File: src/sv/cltc_pkg.sv
`timescale 1ns / 1ps

package cltc_pkg;

    localparam int CNT_W   = 64;   // width of one tick counter
    localparam int LANES   = 4;    // user, low_user, system, idle
    localparam int SUM_W   = 66;   // busy and total sums, exact
    localparam int NUM_W   = 80;   // busy * LOAD_SCALE
    localparam int LOAD_W  = 14;
    localparam int STEP_W  = 7;    // serial bit counter
    localparam int DIVC_W  = 4;    // divider step counter
    localparam int IN_W    = 264;
    localparam int OUT_W   = 16;

    localparam logic [LOAD_W-1:0] LOAD_SCALE = 14'd10000;

    localparam logic [STEP_W-1:0] LAST_LANE_BIT = 7'(CNT_W - 1);
    localparam logic [STEP_W-1:0] LAST_SUM_BIT  = 7'(SUM_W - 1);
    localparam logic [STEP_W-1:0] LAST_NUM_BIT  = 7'(NUM_W - 1);

    typedef enum logic [4:0] {
        ST_IDLE   = 5'b00001,
        ST_SER    = 5'b00010,
        ST_LAUNCH = 5'b00100,
        ST_DIV    = 5'b01000,
        ST_FIN    = 5'b10000
    } state_t;

    typedef enum logic [1:0] {
        STAT_OK   = 2'd0,
        STAT_WRAP = 2'd1,
        STAT_SEED = 2'd2,
        STAT_ZERO = 2'd3
    } status_t;

    typedef struct packed {
        logic              done;
        logic [LOAD_W-1:0] quot;
    } div_res_t;

endpackage

File: src/sv/cpu_load_from_tick_counters_top.sv
`timescale 1ns / 1ps
// CPU load from cumulative tick counters.
// Input stream s_axis: one beat carries cmd and the four cumulative counters
// (user, low-priority user, system, idle). cmd 0 seeds the stored counters,
// cmd 1 samples: load = floor(busy delta * 10000 / total delta).
// Output stream m_axis: one beat per input beat with load_hundredths and
// status (0 ok, 1 a counter went backwards, 2 seeded, 3 no elapsed ticks).
// Deltas, sums and busy*10000 are formed bit-serially, LSB first; a restoring
// divider then forms the quotient, one bit per step.
// s_axis_tready is high only while no item is in work, so a new item is
// accepted only after the last result has gone to the output register.
// The result sits in an output register; a new item is accepted while it
// waits. If the receiver stalls, the next result waits in the final step
// until the output register frees up.
// Reset clears the stored counters to zero and empties the block.

module cpu_load_from_tick_counters_top
    import cltc_pkg::*;
(
    input  logic             clk,
    input  logic             rst_n,
    input  logic             s_axis_tvalid,
    output logic             s_axis_tready,
    // cmd, user_ticks, low_user_ticks, system_ticks, idle_ticks, zero pad
    input  logic [IN_W-1:0]  s_axis_tdata,
    output logic             m_axis_tvalid,
    input  logic             m_axis_tready,
    // load_hundredths, status
    output logic [OUT_W-1:0] m_axis_tdata
);

    state_t             state_reg, state_next;
    logic [STEP_W-1:0]  cnt_reg, cnt_next;
    logic               cmd_reg, cmd_next;
    logic [CNT_W-1:0]   cur_reg  [LANES];
    logic [CNT_W-1:0]   cur_next [LANES];
    logic [CNT_W-1:0]   prev_reg [LANES];
    logic [CNT_W-1:0]   prev_next[LANES];
    logic [LANES-1:0]   brw_reg, brw_next;
    logic [1:0]         bc_reg, bc_next;
    logic               tc_reg, tc_next;
    logic [LOAD_W-2:0]  hist_reg, hist_next;
    logic [3:0]         mc_reg, mc_next;
    logic               nz_reg, nz_next;
    logic [SUM_W-1:0]   tot_reg, tot_next;
    logic [NUM_W-1:0]   num_reg, num_next;
    status_t            stat_reg, stat_next;
    logic               ov_reg, ov_next;
    logic [OUT_W-1:0]   od_reg, od_next;

    logic               accept;
    logic               lane_on;
    logic [LANES-1:0]   dbit;
    logic [2:0]         bsum;
    logic [1:0]         tsum;
    logic [4:0]         msum;
    logic               busy_bit;
    logic               div_start;
    div_res_t           div_res;

    assign s_axis_tready = (state_reg == ST_IDLE);
    assign accept        = s_axis_tvalid && s_axis_tready;
    assign lane_on       = (cnt_reg <= LAST_LANE_BIT);
    assign div_start     = (state_reg == ST_LAUNCH);

    always_comb
    begin
        for (int i = 0; i < LANES; i++)
        begin
            dbit[i] = lane_on & (cur_reg[i][0] ^ prev_reg[i][0] ^ brw_reg[i]);
        end
        bsum     = 3'(dbit[0]) + 3'(dbit[1]) + 3'(dbit[2]) + 3'(bc_reg);
        busy_bit = bsum[0];
        tsum     = 2'(busy_bit) + 2'(dbit[3]) + 2'(tc_reg);
        msum     = 5'(LOAD_SCALE[0] & busy_bit) + 5'(mc_reg);
        for (int k = 1; k < LOAD_W; k++)
        begin
            msum = msum + 5'(LOAD_SCALE[k] & hist_reg[k-1]);
        end
    end

    always_comb
    begin
        state_next = state_reg;
        cnt_next   = cnt_reg;
        cmd_next   = cmd_reg;
        brw_next   = brw_reg;
        bc_next    = bc_reg;
        tc_next    = tc_reg;
        hist_next  = hist_reg;
        mc_next    = mc_reg;
        nz_next    = nz_reg;
        tot_next   = tot_reg;
        num_next   = num_reg;
        stat_next  = stat_reg;
        ov_next    = ov_reg && !m_axis_tready;
        od_next    = od_reg;
        for (int i = 0; i < LANES; i++)
        begin
            cur_next[i]  = cur_reg[i];
            prev_next[i] = prev_reg[i];
        end

        unique case (state_reg)
            ST_IDLE:
            begin
                if (accept)
                begin
                    cmd_next  = s_axis_tdata[0];
                    for (int i = 0; i < LANES; i++)
                    begin
                        cur_next[i] = s_axis_tdata[1 + i*CNT_W +: CNT_W];
                    end
                    cnt_next   = '0;
                    brw_next   = '0;
                    bc_next    = '0;
                    tc_next    = 1'b0;
                    hist_next  = '0;
                    mc_next    = '0;
                    nz_next    = 1'b0;
                    state_next = ST_SER;
                end
            end
            ST_SER:
            begin
                if (lane_on)
                begin
                    for (int i = 0; i < LANES; i++)
                    begin
                        cur_next[i]  = {1'b0, cur_reg[i][CNT_W-1:1]};
                        prev_next[i] = {cur_reg[i][0], prev_reg[i][CNT_W-1:1]};
                        brw_next[i]  = (~cur_reg[i][0] & prev_reg[i][0]) |
                                       (~(cur_reg[i][0] ^ prev_reg[i][0]) & brw_reg[i]);
                    end
                end
                bc_next   = bsum[2:1];
                tc_next   = tsum[1];
                hist_next = {hist_reg[LOAD_W-3:0], busy_bit};
                mc_next   = msum[4:1];
                num_next  = {msum[0], num_reg[NUM_W-1:1]};
                if (cnt_reg <= LAST_SUM_BIT)
                begin
                    tot_next = {tsum[0], tot_reg[SUM_W-1:1]};
                    nz_next  = nz_reg | tsum[0];
                end
                cnt_next = cnt_reg + 1'b1;
                if (cnt_reg == LAST_NUM_BIT)
                begin
                    priority if (!cmd_reg)
                        stat_next = STAT_SEED;
                    else if (|brw_reg)
                        stat_next = STAT_WRAP;
                    else if (!nz_reg)
                        stat_next = STAT_ZERO;
                    else
                        stat_next = STAT_OK;
                    state_next = ST_LAUNCH;
                end
            end
            ST_LAUNCH:
            begin
                state_next = ST_DIV;
            end
            ST_DIV:
            begin
                if (div_res.done)
                    state_next = ST_FIN;
            end
            ST_FIN:
            begin
                if (!ov_reg || m_axis_tready)
                begin
                    ov_next    = 1'b1;
                    od_next    = {stat_reg,
                                  (stat_reg == STAT_OK) ? div_res.quot : LOAD_W'(0)};
                    state_next = ST_IDLE;
                end
            end
            default:
            begin
                state_next = ST_IDLE;
            end
        endcase
    end

    always_ff @(posedge clk or negedge rst_n)
    begin
        if (!rst_n)
        begin
            state_reg <= ST_IDLE;
            ov_reg    <= 1'b0;
            for (int i = 0; i < LANES; i++)
            begin
                prev_reg[i] <= '0;
            end
        end
        else
        begin
            state_reg <= state_next;
            ov_reg    <= ov_next;
            for (int i = 0; i < LANES; i++)
            begin
                prev_reg[i] <= prev_next[i];
            end
        end
    end

    always_ff @(posedge clk)
    begin
        cnt_reg  <= cnt_next;
        cmd_reg  <= cmd_next;
        brw_reg  <= brw_next;
        bc_reg   <= bc_next;
        tc_reg   <= tc_next;
        hist_reg <= hist_next;
        mc_reg   <= mc_next;
        nz_reg   <= nz_next;
        tot_reg  <= tot_next;
        num_reg  <= num_next;
        stat_reg <= stat_next;
        od_reg   <= od_next;
        for (int i = 0; i < LANES; i++)
        begin
            cur_reg[i] <= cur_next[i];
        end
    end

    cltc_div u_div (
        .clk   (clk),
        .rst_n (rst_n),
        .start (div_start),
        .numer (num_reg),
        .denom (tot_reg),
        .res   (div_res)
    );

    assign m_axis_tvalid = ov_reg;
    assign m_axis_tdata  = od_reg;

endmodule

File: src/sv/cltc_div.sv
`timescale 1ns / 1ps

module cltc_div
    import cltc_pkg::*;
(
    input  logic             clk,
    input  logic             rst_n,
    input  logic             start,
    input  logic [NUM_W-1:0] numer,
    input  logic [SUM_W-1:0] denom,
    output div_res_t         res
);

    logic              run_reg, run_next;
    logic              done_reg, done_next;
    logic [DIVC_W-1:0] step_reg, step_next;
    logic [SUM_W-1:0]  rem_reg, rem_next;
    logic [LOAD_W-1:0] q_reg, q_next;
    logic [SUM_W:0]    sh;
    logic [SUM_W+1:0]  diff;

    // quotient fits in LOAD_W bits, so the top of numer is already below denom
    always_comb
    begin
        run_next  = run_reg;
        done_next = 1'b0;
        step_next = step_reg;
        rem_next  = rem_reg;
        q_next    = q_reg;
        sh        = {rem_reg, q_reg[LOAD_W-1]};
        diff      = {1'b0, sh} - {2'b00, denom};
        if (start)
        begin
            run_next  = 1'b1;
            step_next = '0;
            rem_next  = numer[NUM_W-1:LOAD_W];
            q_next    = numer[LOAD_W-1:0];
        end
        else if (run_reg)
        begin
            if (!diff[SUM_W+1])
            begin
                rem_next = diff[SUM_W-1:0];
                q_next   = {q_reg[LOAD_W-2:0], 1'b1};
            end
            else
            begin
                rem_next = sh[SUM_W-1:0];
                q_next   = {q_reg[LOAD_W-2:0], 1'b0};
            end
            step_next = step_reg + 1'b1;
            if (step_reg == DIVC_W'(LOAD_W - 1))
            begin
                run_next  = 1'b0;
                done_next = 1'b1;
            end
        end
    end

    always_ff @(posedge clk or negedge rst_n)
    begin
        if (!rst_n)
        begin
            run_reg  <= 1'b0;
            done_reg <= 1'b0;
            step_reg <= '0;
        end
        else
        begin
            run_reg  <= run_next;
            done_reg <= done_next;
            step_reg <= step_next;
        end
    end

    always_ff @(posedge clk)
    begin
        rem_reg <= rem_next;
        q_reg   <= q_next;
    end

    assign res.done = done_reg;
    assign res.quot = q_reg;

endmodule

File: config.mk
export PLATFORM = sky130hd
export DESIGN_NAME = cpu_load_from_tick_counters_top
export DESIGN_NICKNAME = d
export VERILOG_FILES = /design/src/sv/cltc_pkg.sv /design/src/sv/cpu_load_from_tick_counters_top.sv /design/src/sv/cltc_div.sv
export SDC_FILE = /design/constraint.sdc
export NUM_CORES = 1
export LEC_CHECK = 0
export ABC_AREA = 1
export BUFFER_PORTS_ARGS = -buffer_cell sky130_fd_sc_hd__buf_2
export CAP_MARGIN = 20
export CORE_ASPECT_RATIO = 0.75
export CORE_MARGIN = 3
export CORE_UTILIZATION = 55
export CTS_CLUSTER_DIAMETER = 60
export CTS_CLUSTER_SIZE = 8
export DETAILED_ROUTE_END_ITERATION = 8
export GPL_ROUTABILITY_DRIVEN = 0
export GPL_TIMING_DRIVEN = 1
export PLACE_DENSITY_LB_ADDON = 0.08
export SLEW_MARGIN = 10
export SYNTH_ARGS = -nofsm -noshare
export SYNTH_HDL_FRONTEND = slang
export SYNTH_HIERARCHICAL = 1
export SYNTH_SLANG_ARGS = --single-unit
File: constraint.sdc
create_clock -name clk -period 9.5 [get_ports clk]
set_input_delay 0.475 -clock clk [delete_from_list [all_inputs] [get_ports clk]]
set_output_delay 0.475 -clock clk [all_outputs]
set_load 0.005 [all_outputs]
Word-level counts from Yosys, hierarchy flattened
Memory sizes are Yosys's and may differ from the RTL's.
Cells that the tools add are included.
{"block": "totals", "output_inout_bits": 18, "mem_bits_rw": 256, "mem_count": 1, "elab_cells": 144, "ff_bits": 545, "inputBits": 268}
{"block": "classes", "n_eq_ne": 13, "add_sub_neg": 13, "n_reduce_logical": 18, "n_bitwise": 33, "order_cmp": 2, "mux": 40}
{"memory": "cur_reg", "words": 4, "width": 64, "read_ports": 4, "rd_clocked_by_memory_dff": 0, "write_ports": 4, "line_no": "cpu_load_from_tick_counters_top.sv:35", "rtl": "logic [CNT_W-1:0] cur_reg [LANES];"}
{"operator": "$mux W256", "count": 2}
{"operator": "$pmux W256 S2", "count": 1}
{"operator": "$mux W66", "count": 3}
{"operator": "$sub A67 B66 Y68", "count": 1}
{"operator": "$mux W14", "count": 2}
{"operator": "$pmux W13 S2", "count": 1}
{"operator": "$pmux W5 S5", "count": 1}
{"operator": "$add A5 B1 Y5", "count": 4}
{"operator": "$mux W5", "count": 4}
{"operator": "$mux W4", "count": 4}
{"operator": "$pmux W4 S2", "count": 2}
{"operator": "$pmux W7 S2", "count": 1}
{"operator": "$mux W13", "count": 1}
{"operator": "$and A1 B1 Y1", "count": 12}
{"operator": "$reduce_and A2 Y1", "count": 6}
{"operator": "$mux W1", "count": 11}
{"operator": "$ne A2 B2 Y1 const B", "count": 4}
{"operator": "$not A1 Y1", "count": 8}
{"operator": "$xor A1 B1 Y1", "count": 8}
{"operator": "$add A7 B1 Y7 const B", "count": 1}
{"operator": "$eq A7 B7 Y1 const B", "count": 1}
{"operator": "$le A7 B6 Y1 const B", "count": 1}
{"operator": "$le A7 B7 Y1 const B", "count": 1}
{"operator": "$mux W7", "count": 1}
{"operator": "25 further kinds", "count": 38}

Depth between registers and ports, before layout
Gate-level depths: netlist of the first run.
{"block": "logic_depth", "word_depth": 11, "mapped_depth": 19, "depth_no_buf": 18}

Modules after synthesis
The synthesis of the first run kept the hierarchy.
{"mod": "cpu_load_from_tick_counters_top", "area_per_inst_um2": 28553.6, "cells_each": 2630, "n_inst": 1, "seq_area_each_um2": 20160.6}
{"mod": "cltc_div", "area_per_inst_um2": 10882.9, "cells_each": 1933, "n_inst": 1, "seq_area_each_um2": 2552.4}

Worst setup path before layout of the first run
OpenSTA, ideal clock, no wires.
{"block": "synth_path", "path_type": "register to register", "startpoint": "register cnt_reg[0]", "endpoint": "register brw_reg[0], enable pin", "path_buffers": 2, "path_stages_with_launch": 8, "arrival_time_ns": 5.622, "path_slack_ns": 1.884, "setup_ns": 1.994, "period_less_slack_ns": 7.616, "required_time_ns": 7.506, "path_cell_list": "edfxtp_1 > ha_1 > nand3_1 > nand3_2 > nand3_2 > buf_4 > buf_2 > nand2_1"}
{"block": "synth_via", "elab_chain_cells": 3}
{"item": "start: declaration", "line_no": "cpu_load_from_tick_counters_top.sv:33", "rtl": "logic [STEP_W-1:0] cnt_reg, cnt_next;"}
{"item": "start signal: assignment", "line_no": "cpu_load_from_tick_counters_top.sv:210", "rtl": "cnt_reg <= cnt_next;"}
{"item": "$le A7 B6 Y1", "line_no": "cpu_load_from_tick_counters_top.sv:63", "rtl": "assign lane_on = (cnt_reg <= LAST_LANE_BIT);"}
{"item": "$ne A2 B2 Y1 (no line)"}
{"item": "$reduce_and A3 Y1 (no line)"}
{"item": "end signal: assignment", "line_no": "cpu_load_from_tick_counters_top.sv:212", "rtl": "brw_reg <= brw_next;"}
{"item": "end: declaration", "line_no": "cpu_load_from_tick_counters_top.sv:39", "rtl": "logic [LANES-1:0] brw_reg, brw_next;"}
No other way between the ends.
A chain may end at the register's enable or synchronous reset.

Worst setup path after layout of the first run
{"block": "layout_path", "startpoint": "register tot_reg[63]", "endpoint": "register u_div.rem_reg[40], data pin"}
{"block": "layout_via", "elab_chain_cells": 4}
{"item": "start: declaration", "line_no": "cpu_load_from_tick_counters_top.sv:45", "rtl": "logic [SUM_W-1:0] tot_reg, tot_next;"}
{"item": "start signal: assignment", "line_no": "cpu_load_from_tick_counters_top.sv:218", "rtl": "tot_reg <= tot_next;"}
{"item": "$sub A67 B66 Y68", "line_no": "cltc_div.sv:31", "rtl": "diff = {1'b0, sh} - {2'b00, denom};"}
{"item": "$mux W66", "line_no": "cltc_div.sv:41", "rtl": "if (!diff[SUM_W+1])"}
{"item": "$mux W66", "line_no": "cltc_div.sv:39", "rtl": "else if (run_reg)"}
{"item": "$mux W66", "line_no": "cltc_div.sv:32", "rtl": "if (start)"}
{"item": "named net u_div.rem_next[40]", "line_no": "cltc_div.sv:17", "rtl": "logic [SUM_W-1:0] rem_reg, rem_next;"}
{"item": "end signal: assignment", "line_no": "cltc_div.sv:78", "rtl": "rem_reg <= rem_next;"}
{"item": "end: declaration", "line_no": "cltc_div.sv:17"}
The timed path passes the listed nets, and every way through them passes these cells. The select of a mux whose other input is x is not followed.

==> results of run 1 <==
[path summary, 6_finish.rpt]
kind / slack, ns / depth (start not counted) / endpoint / startpoint
max in group asynchronous: 7.50 / 3 / prev_reg[154] / rst_n
worst max register to register: 4.70 / 14 / u_div/rem_reg[40] / tot_reg[63]
worst min register to register: 0.43 / 0 / num_reg[15] / num_reg[16]
min in group asynchronous: 0.37 / 2 / u_div/step_reg[2] / rst_n
worst max-delay path: 4.70 / 14 / u_div/rem_reg[40] / tot_reg[63]
worst min-delay path: 0.06 / 3 / cur_reg[1][54] / s_axis_tdata[119]
[through the flow]
| stage | utilization (%) | area, um2 | setup slack (ns) |
|---|---|---|---|
| finish | 63.1 | 44500 | 4.70 |
| global route | 63.1 | 44500 | 4.48 |
| CTS | 63.1 | 44500 | 4.83 |
| detailed placement | 58.5 | 41300 | 4.84 |
| global placement | 58.5 | 41300 | 4.90 |
| floorplan | - | 39400 | 1.88 |
[worst max-delay path, stage by stage, from the launching register on]
cell and delay [ns]:
edfxtp_1 0.35, inv_1 0.06, ha_1 0.35, nand2_1 0.13, nor3_1 0.38, nand2_1 0.15, nor2_1 0.28, nand2_1 0.11
inv_2 0.12, nand4_4 0.68, nand3_4 0.75, buf_4 0.53, nand3_1 0.35, nand3_1 0.17, nand2_1 0.06
[synth_stat cells, drive strengths merged, types with 2 or more instances]
cell type	number
nand2	2084
edfxtp	533
nand4	315
o21bai	14
ha	75
dfrtp	267
nand3b	2
nand3	155
fa	11
buf	124
xnor2	29
or2	2
nor3	23
inv	505
nor2	201
o21a	2
clkbuf	90
o21ai	46
a21oi	75
xor2	3
[routing by layer]
layer | up-vias | global-route usage, %
met2 | 872 | 34.3
li1 | 15114 | -
met1 | 14322 | 38.1
met3 | 149 | 4.12
met4 | 12 | 6.19
met5 | - | 0
[placed cells by master (no fill, tap or decap), types with 79 or more instances in the layout]
cell       netlist  layout
nand2_1       2082    2080
edfxtp_1       533     533
inv_1          499     497
nand4_1        314     314
buf_2           63     277
dfrtp_1        267     267
nor2_1         196     196
nand3_1        151     151
clkbuf_16        0     112
clkbuf_1        90      79
[area by class of cell]
cell class | instances | area (um2) | area share (%)
flip-flops and latches | 801 | 22700 | 51.0
multi-input cells | 3043 | 13800 | 31.0
clock buffers | 191 | 3100 | 6.96
inverters | 505 | 1910 | 4.29
repair buffers | 304 | 1660 | 3.74
well taps | 946 | 1180 | 2.66
clock inverters | 8 | 128 | 0.287
diodes | 2 | 5.00 | 0.0112
[cell families (layout without fill, tap and decap cells)]
kind of cell,count (synthesis),count (layout)
simple gates,2786,2786
fa+ha+maj,86,86
xor+xnor,32,32
flops,801,801
buf+inv,719,1008
compound gates,139,139
other cells,0,2
[power breakdown]
group	internal [uW]	switching [uW]	total, uW	leakage [uW]
Sequential	3700	0.197	3700	0.00829
Combinational	39.2	42.1	81.3	0.0122
Clock	2190	1450	3640	0.00153
Total	5930	1490	7420	0.0220
==> results.cfg, run 1 <==
[route]
dr.max_layer_used = met5
route.met3.wl_mm = 6.26
vias = 30469
wl_mm = 90.6
drt_iter0_drc = 3012
wire_per_inst_um = 15.6
drc = 0
wl_met2_mm = 38.0
antenna_left = 0
via_per_inst = 5.25
firstDrtPassIters = 6
met1_length_mm = 44.3

[floorplanning]
fp.dieH_um = 238
coreArea_um2 = 70500
rows = 84
die_area_um2 = 75000
start_util_pct = 55.9
ios = 286
die_w_um = 315

[synth]
synthXorXnorAreaFrac_pct = 0.711
yosys.area_share.simple_pct = 29.3
synth_top_family_by_area = simple AND/OR/NAND/NOR gates
synth_top_cell_by_area = edfxtp_1
yosys-top-cells-area = edfxtp_1 (41%), nand2_1 (20%), dfrtp_1 (17%)
synthArstFlopShare_pct = 33.5
synth-compound-area-share_pct = 1.88
synth_top_area_share_pct = 40.6
synth_cell_type_count = 39
synth.net_count = 4917
syn-cell-area_um2 = 39400
synth.area.mux_share_pct = 0
syn-mean-instance-area_um2 = 8.64
ys_warn_count = 6
ys.flop_type = edfxtp_1
synth-edff-count = 533
ys_seq_elements = 801
yosys.area_share.adder_pct = 2.94
ys_seq_area_share_pct = 57.6
netlist_instances = 4563

[placed_design]
dp_cells = 5597
dpl.hpwl_mm = 58.0
port_buffers = 278

[critical_path]
crit_type = flop to flop
arrival_ns = 5.22
endpoint_kind = flop
cp.required_ns = 9.92
crit_fanout = 42
critPathLaunchType = flop

[pwr]
p_leak_uw = 0.0220
powerDensity_nw_per_um2 = 167
ir_worst_vdd_uv = 149
finalPower_uw = 7420

[layout]
n_fill_cell = 6016
syn2layout_area_growth_pct = 12.9
drive_above_1_share_pct = 9.30
layout.nets = 5120
fin_cells = 5800

[clocking]
holdBufCountCts = 2
cts_tree = yes
cts_setup_buffers = 0
clk_pin_slew_worst_paths_ns = 0.05
clock_latency_ns = 0.68
htree_levels = 3
cts_buffers = 111
clockBufferDepth = 3
cts.root.buffer_cell = clkbuf_16
cts_resized = 0
cts_sinks = 801

[run_status]
status = finished clean

[grt]
grt_usage_pct = 24.0
grt_pass1_vias = 28370
grt_remaining_overflow = 0
grt_max_degree = 232
antenna_found_initial = 8
grt_pass1_wl_mm = 147

[sta]
final-hold-violation-count = 0
rsz0062_at_grt = no
tns_ns = 0
period_share_pct = 50.5
clock_skew_ns = 0.0579
worst_pin_slew_ns = 1.09
slew_headroom_pct = 27.2
setup_viol = 0
hold_ws_ns = 0.0639
fmax_mhz = 208
period_needed_ns = 4.80
slew_violations = 0

[job]
cap_violations = 0

[hold_path]
hold_class = primary input to flop
(Power assumes the default switching activity.)
==> run 2, diff against run 1 <==
==> constraint.sdc (replaced) <==
create_clock -name clk -period 4.4 [get_ports clk]
set_input_delay 0.22 -clock clk [delete_from_list [all_inputs] [get_ports clk]]
set_output_delay 0.22 -clock clk [all_outputs]
set_load 0.005 [all_outputs]
==> results.cfg, run 2 (synthesis results as in run 1) <==
[run_status]
status = finished clean

[layout]
seq_area_um2 = 22700
drive_above_1_share_pct = 8.98
syn2layout_area_growth_pct = 19.9
mostFrequentLayoutCells = nand2_1 (2080), edfxtp_1 (533), inv_1 (497), nand4_1 (314), buf_2 (277)
n_fill_cell = 5592
multiInputGateArea_um2 = 13800
layout.nets = 5385
final_common_cell = nand2_1

[clocking]
holdBufCountCts = 260
clock_latency_ns = 0.68
cts_setup_buffers = 0
cts_sinks = 801
cts_tree = yes
cts_buffers = 111
clockBufferDepth = 3
cts.root.buffer_cell = clkbuf_16
htree_levels = 3
cts_resized = 0
clk_pin_slew_worst_paths_ns = 0.05

[pwr]
ir_worst_vdd_uv = 301
seqPwrFrac_pct = 49.1
swShare_pct = 20.4
clkPwrFrac_pct = 48.6
internal_power_uw = 12900
p_switching_uw = 3320
powerDensity_nw_per_um2 = 344
p_leak_uw = 0.0232
pwr-share-comb_pct = 2.3

[critical_path]
endpoint_kind = flop
r2r.worst_path.cells = 13
reg2reg_slack_ns = 0.87
critPathLaunchType = flop
crit_path_max_incr_delay_ns = 0.42
arrival_ns = 3.90
r2r-start = u_div/rem_reg[56]
worstPathCellList = ha_1 > nand2_1 > nor2_1 > nand2_1 > nor2_1 > nand2_1 > inv_2 > nand4_4 > nand3_4 > buf_12 > nand3_1 > nand3_1 > nand2_1
crit_fanout = 45
cp_top_family = simple AND/OR/NAND/NOR gates
path_buf_inv = 2
cpMostUsedCell = nand2_1
rr_endpoint = u_div/rem_reg[41]
cpMaxStageDelayCell = nand3_4
crit_type = flop to flop
cp.required_ns = 4.77

[sta]
hold_ws_ns = 0.156
setup_viol = 0
slew_violations = 0
fmax_mhz = 283
rsz0062_at_grt = no
period_needed_ns = 3.53
clock_skew_ns = 0.0555
worst_pin_slew_ns = 1.30
slew_headroom_pct = 13.5
period_share_pct = 80.2
tns_ns = 0
final-hold-violation-count = 0

[job]
cap_violations = 0

[route]
drt_iter0_drc = 3738
drc = 0
via_per_inst = 5.32
wire_per_inst_um = 16.8
antenna_left = 0
vias = 32255
firstDrtPassIters = 6
wl_mm = 102

[placed_design]
dpl.hpwl_mm = 61.1
port_buffers = 278

[grt]
grt_max_degree = 257
grt_remaining_overflow = 0
grt_usage_pct = 27.2
grt_pass1_wl_mm = 165
antenna_found_initial = 5
grt_pass1_vias = 30941

[floorplanning]
start_util_pct = 55.9
die_w_um = 315
coreArea_um2 = 70500
ios = 286
rows = 84
die_area_um2 = 75000
fp.dieH_um = 238

[hold_path]
hold_class = primary input to async pin
-- run 2: worst reg2reg max path, delay by kind of cell, from the launching register on --
kind	cells	cell delay, ns
buf+inv	2	0.40
simple gates	10	2.05
flops	1	0.39
fa+ha+maj	1	0.38
-- run 2: area by class of cell --
class,instances,share of cell area (%)
repair buffers,569,9.32
clock buffers,185,6.51
flip-flops and latches,801,48.0
well taps,946,2.50
multi-input cells,3043,29.2
diodes,6,0.0318
inverters,505,4.04
clock inverters,8,0.312
-- run 2: per-stage QoR --
stage | util (%) | cell area (um2) | std cells | worst slack, ns | power (uW)
2_1_floorplan | - | 39400 | 4563 | 0.840 | 8120
3_3_place_gp | 58.7 | 41400 | 5603 | 1.13 | 8310
3_5_place_dp | 58.7 | 41400 | 5603 | 1.09 | 8300
4_1_cts | 67.0 | 47200 | 6056 | 1.04 | 16400
5_1_grt | 67.0 | 47300 | 6061 | 0.776 | 16800
6_report | 67.0 | 47300 | 6063 | 0.871 | 16300
-- run 2: worst max path at each step --
stage	startpoint	endpoint	slack (ns)	cells past startpoint
final	u_div/rem_reg[56]	u_div/rem_reg[41]	0.87	13
after global routing	u_div/rem_reg[28]	u_div/rem_reg[41]	0.78	15
after CTS	u_div/rem_reg[56]	u_div/rem_reg[41]	1.04	13
after detailed placement	u_div/rem_reg[56]	u_div/rem_reg[41]	1.09	13
after global placement	u_div/rem_reg[56]	u_div/rem_reg[41]	1.13	13
after floorplan	cnt_reg[0]	brw_reg[0]	0.84	7
-- run 2: power groups by stage --
stage	clock, uW	combinational (uW)	sequential [uW]
after floorplan	0	2.43	8120
after global placement	0	188	8120
after detailed placement	0	186	8120
after CTS	8030	365	7980
after global routing	8380	410	7970
final	7890	380	7980
-- run 2: layer usage --
metal / share of wire [%] / vias up / track usage [%]
met5: 0 / - / 0
met4: 2.4 / 0 / 7.47
met3: 8.9 / 183 / 7.26
met2: 43 / 1215 / 38.9
met1: 46 / 15190 / 41.0
li1: - / 15667 / -
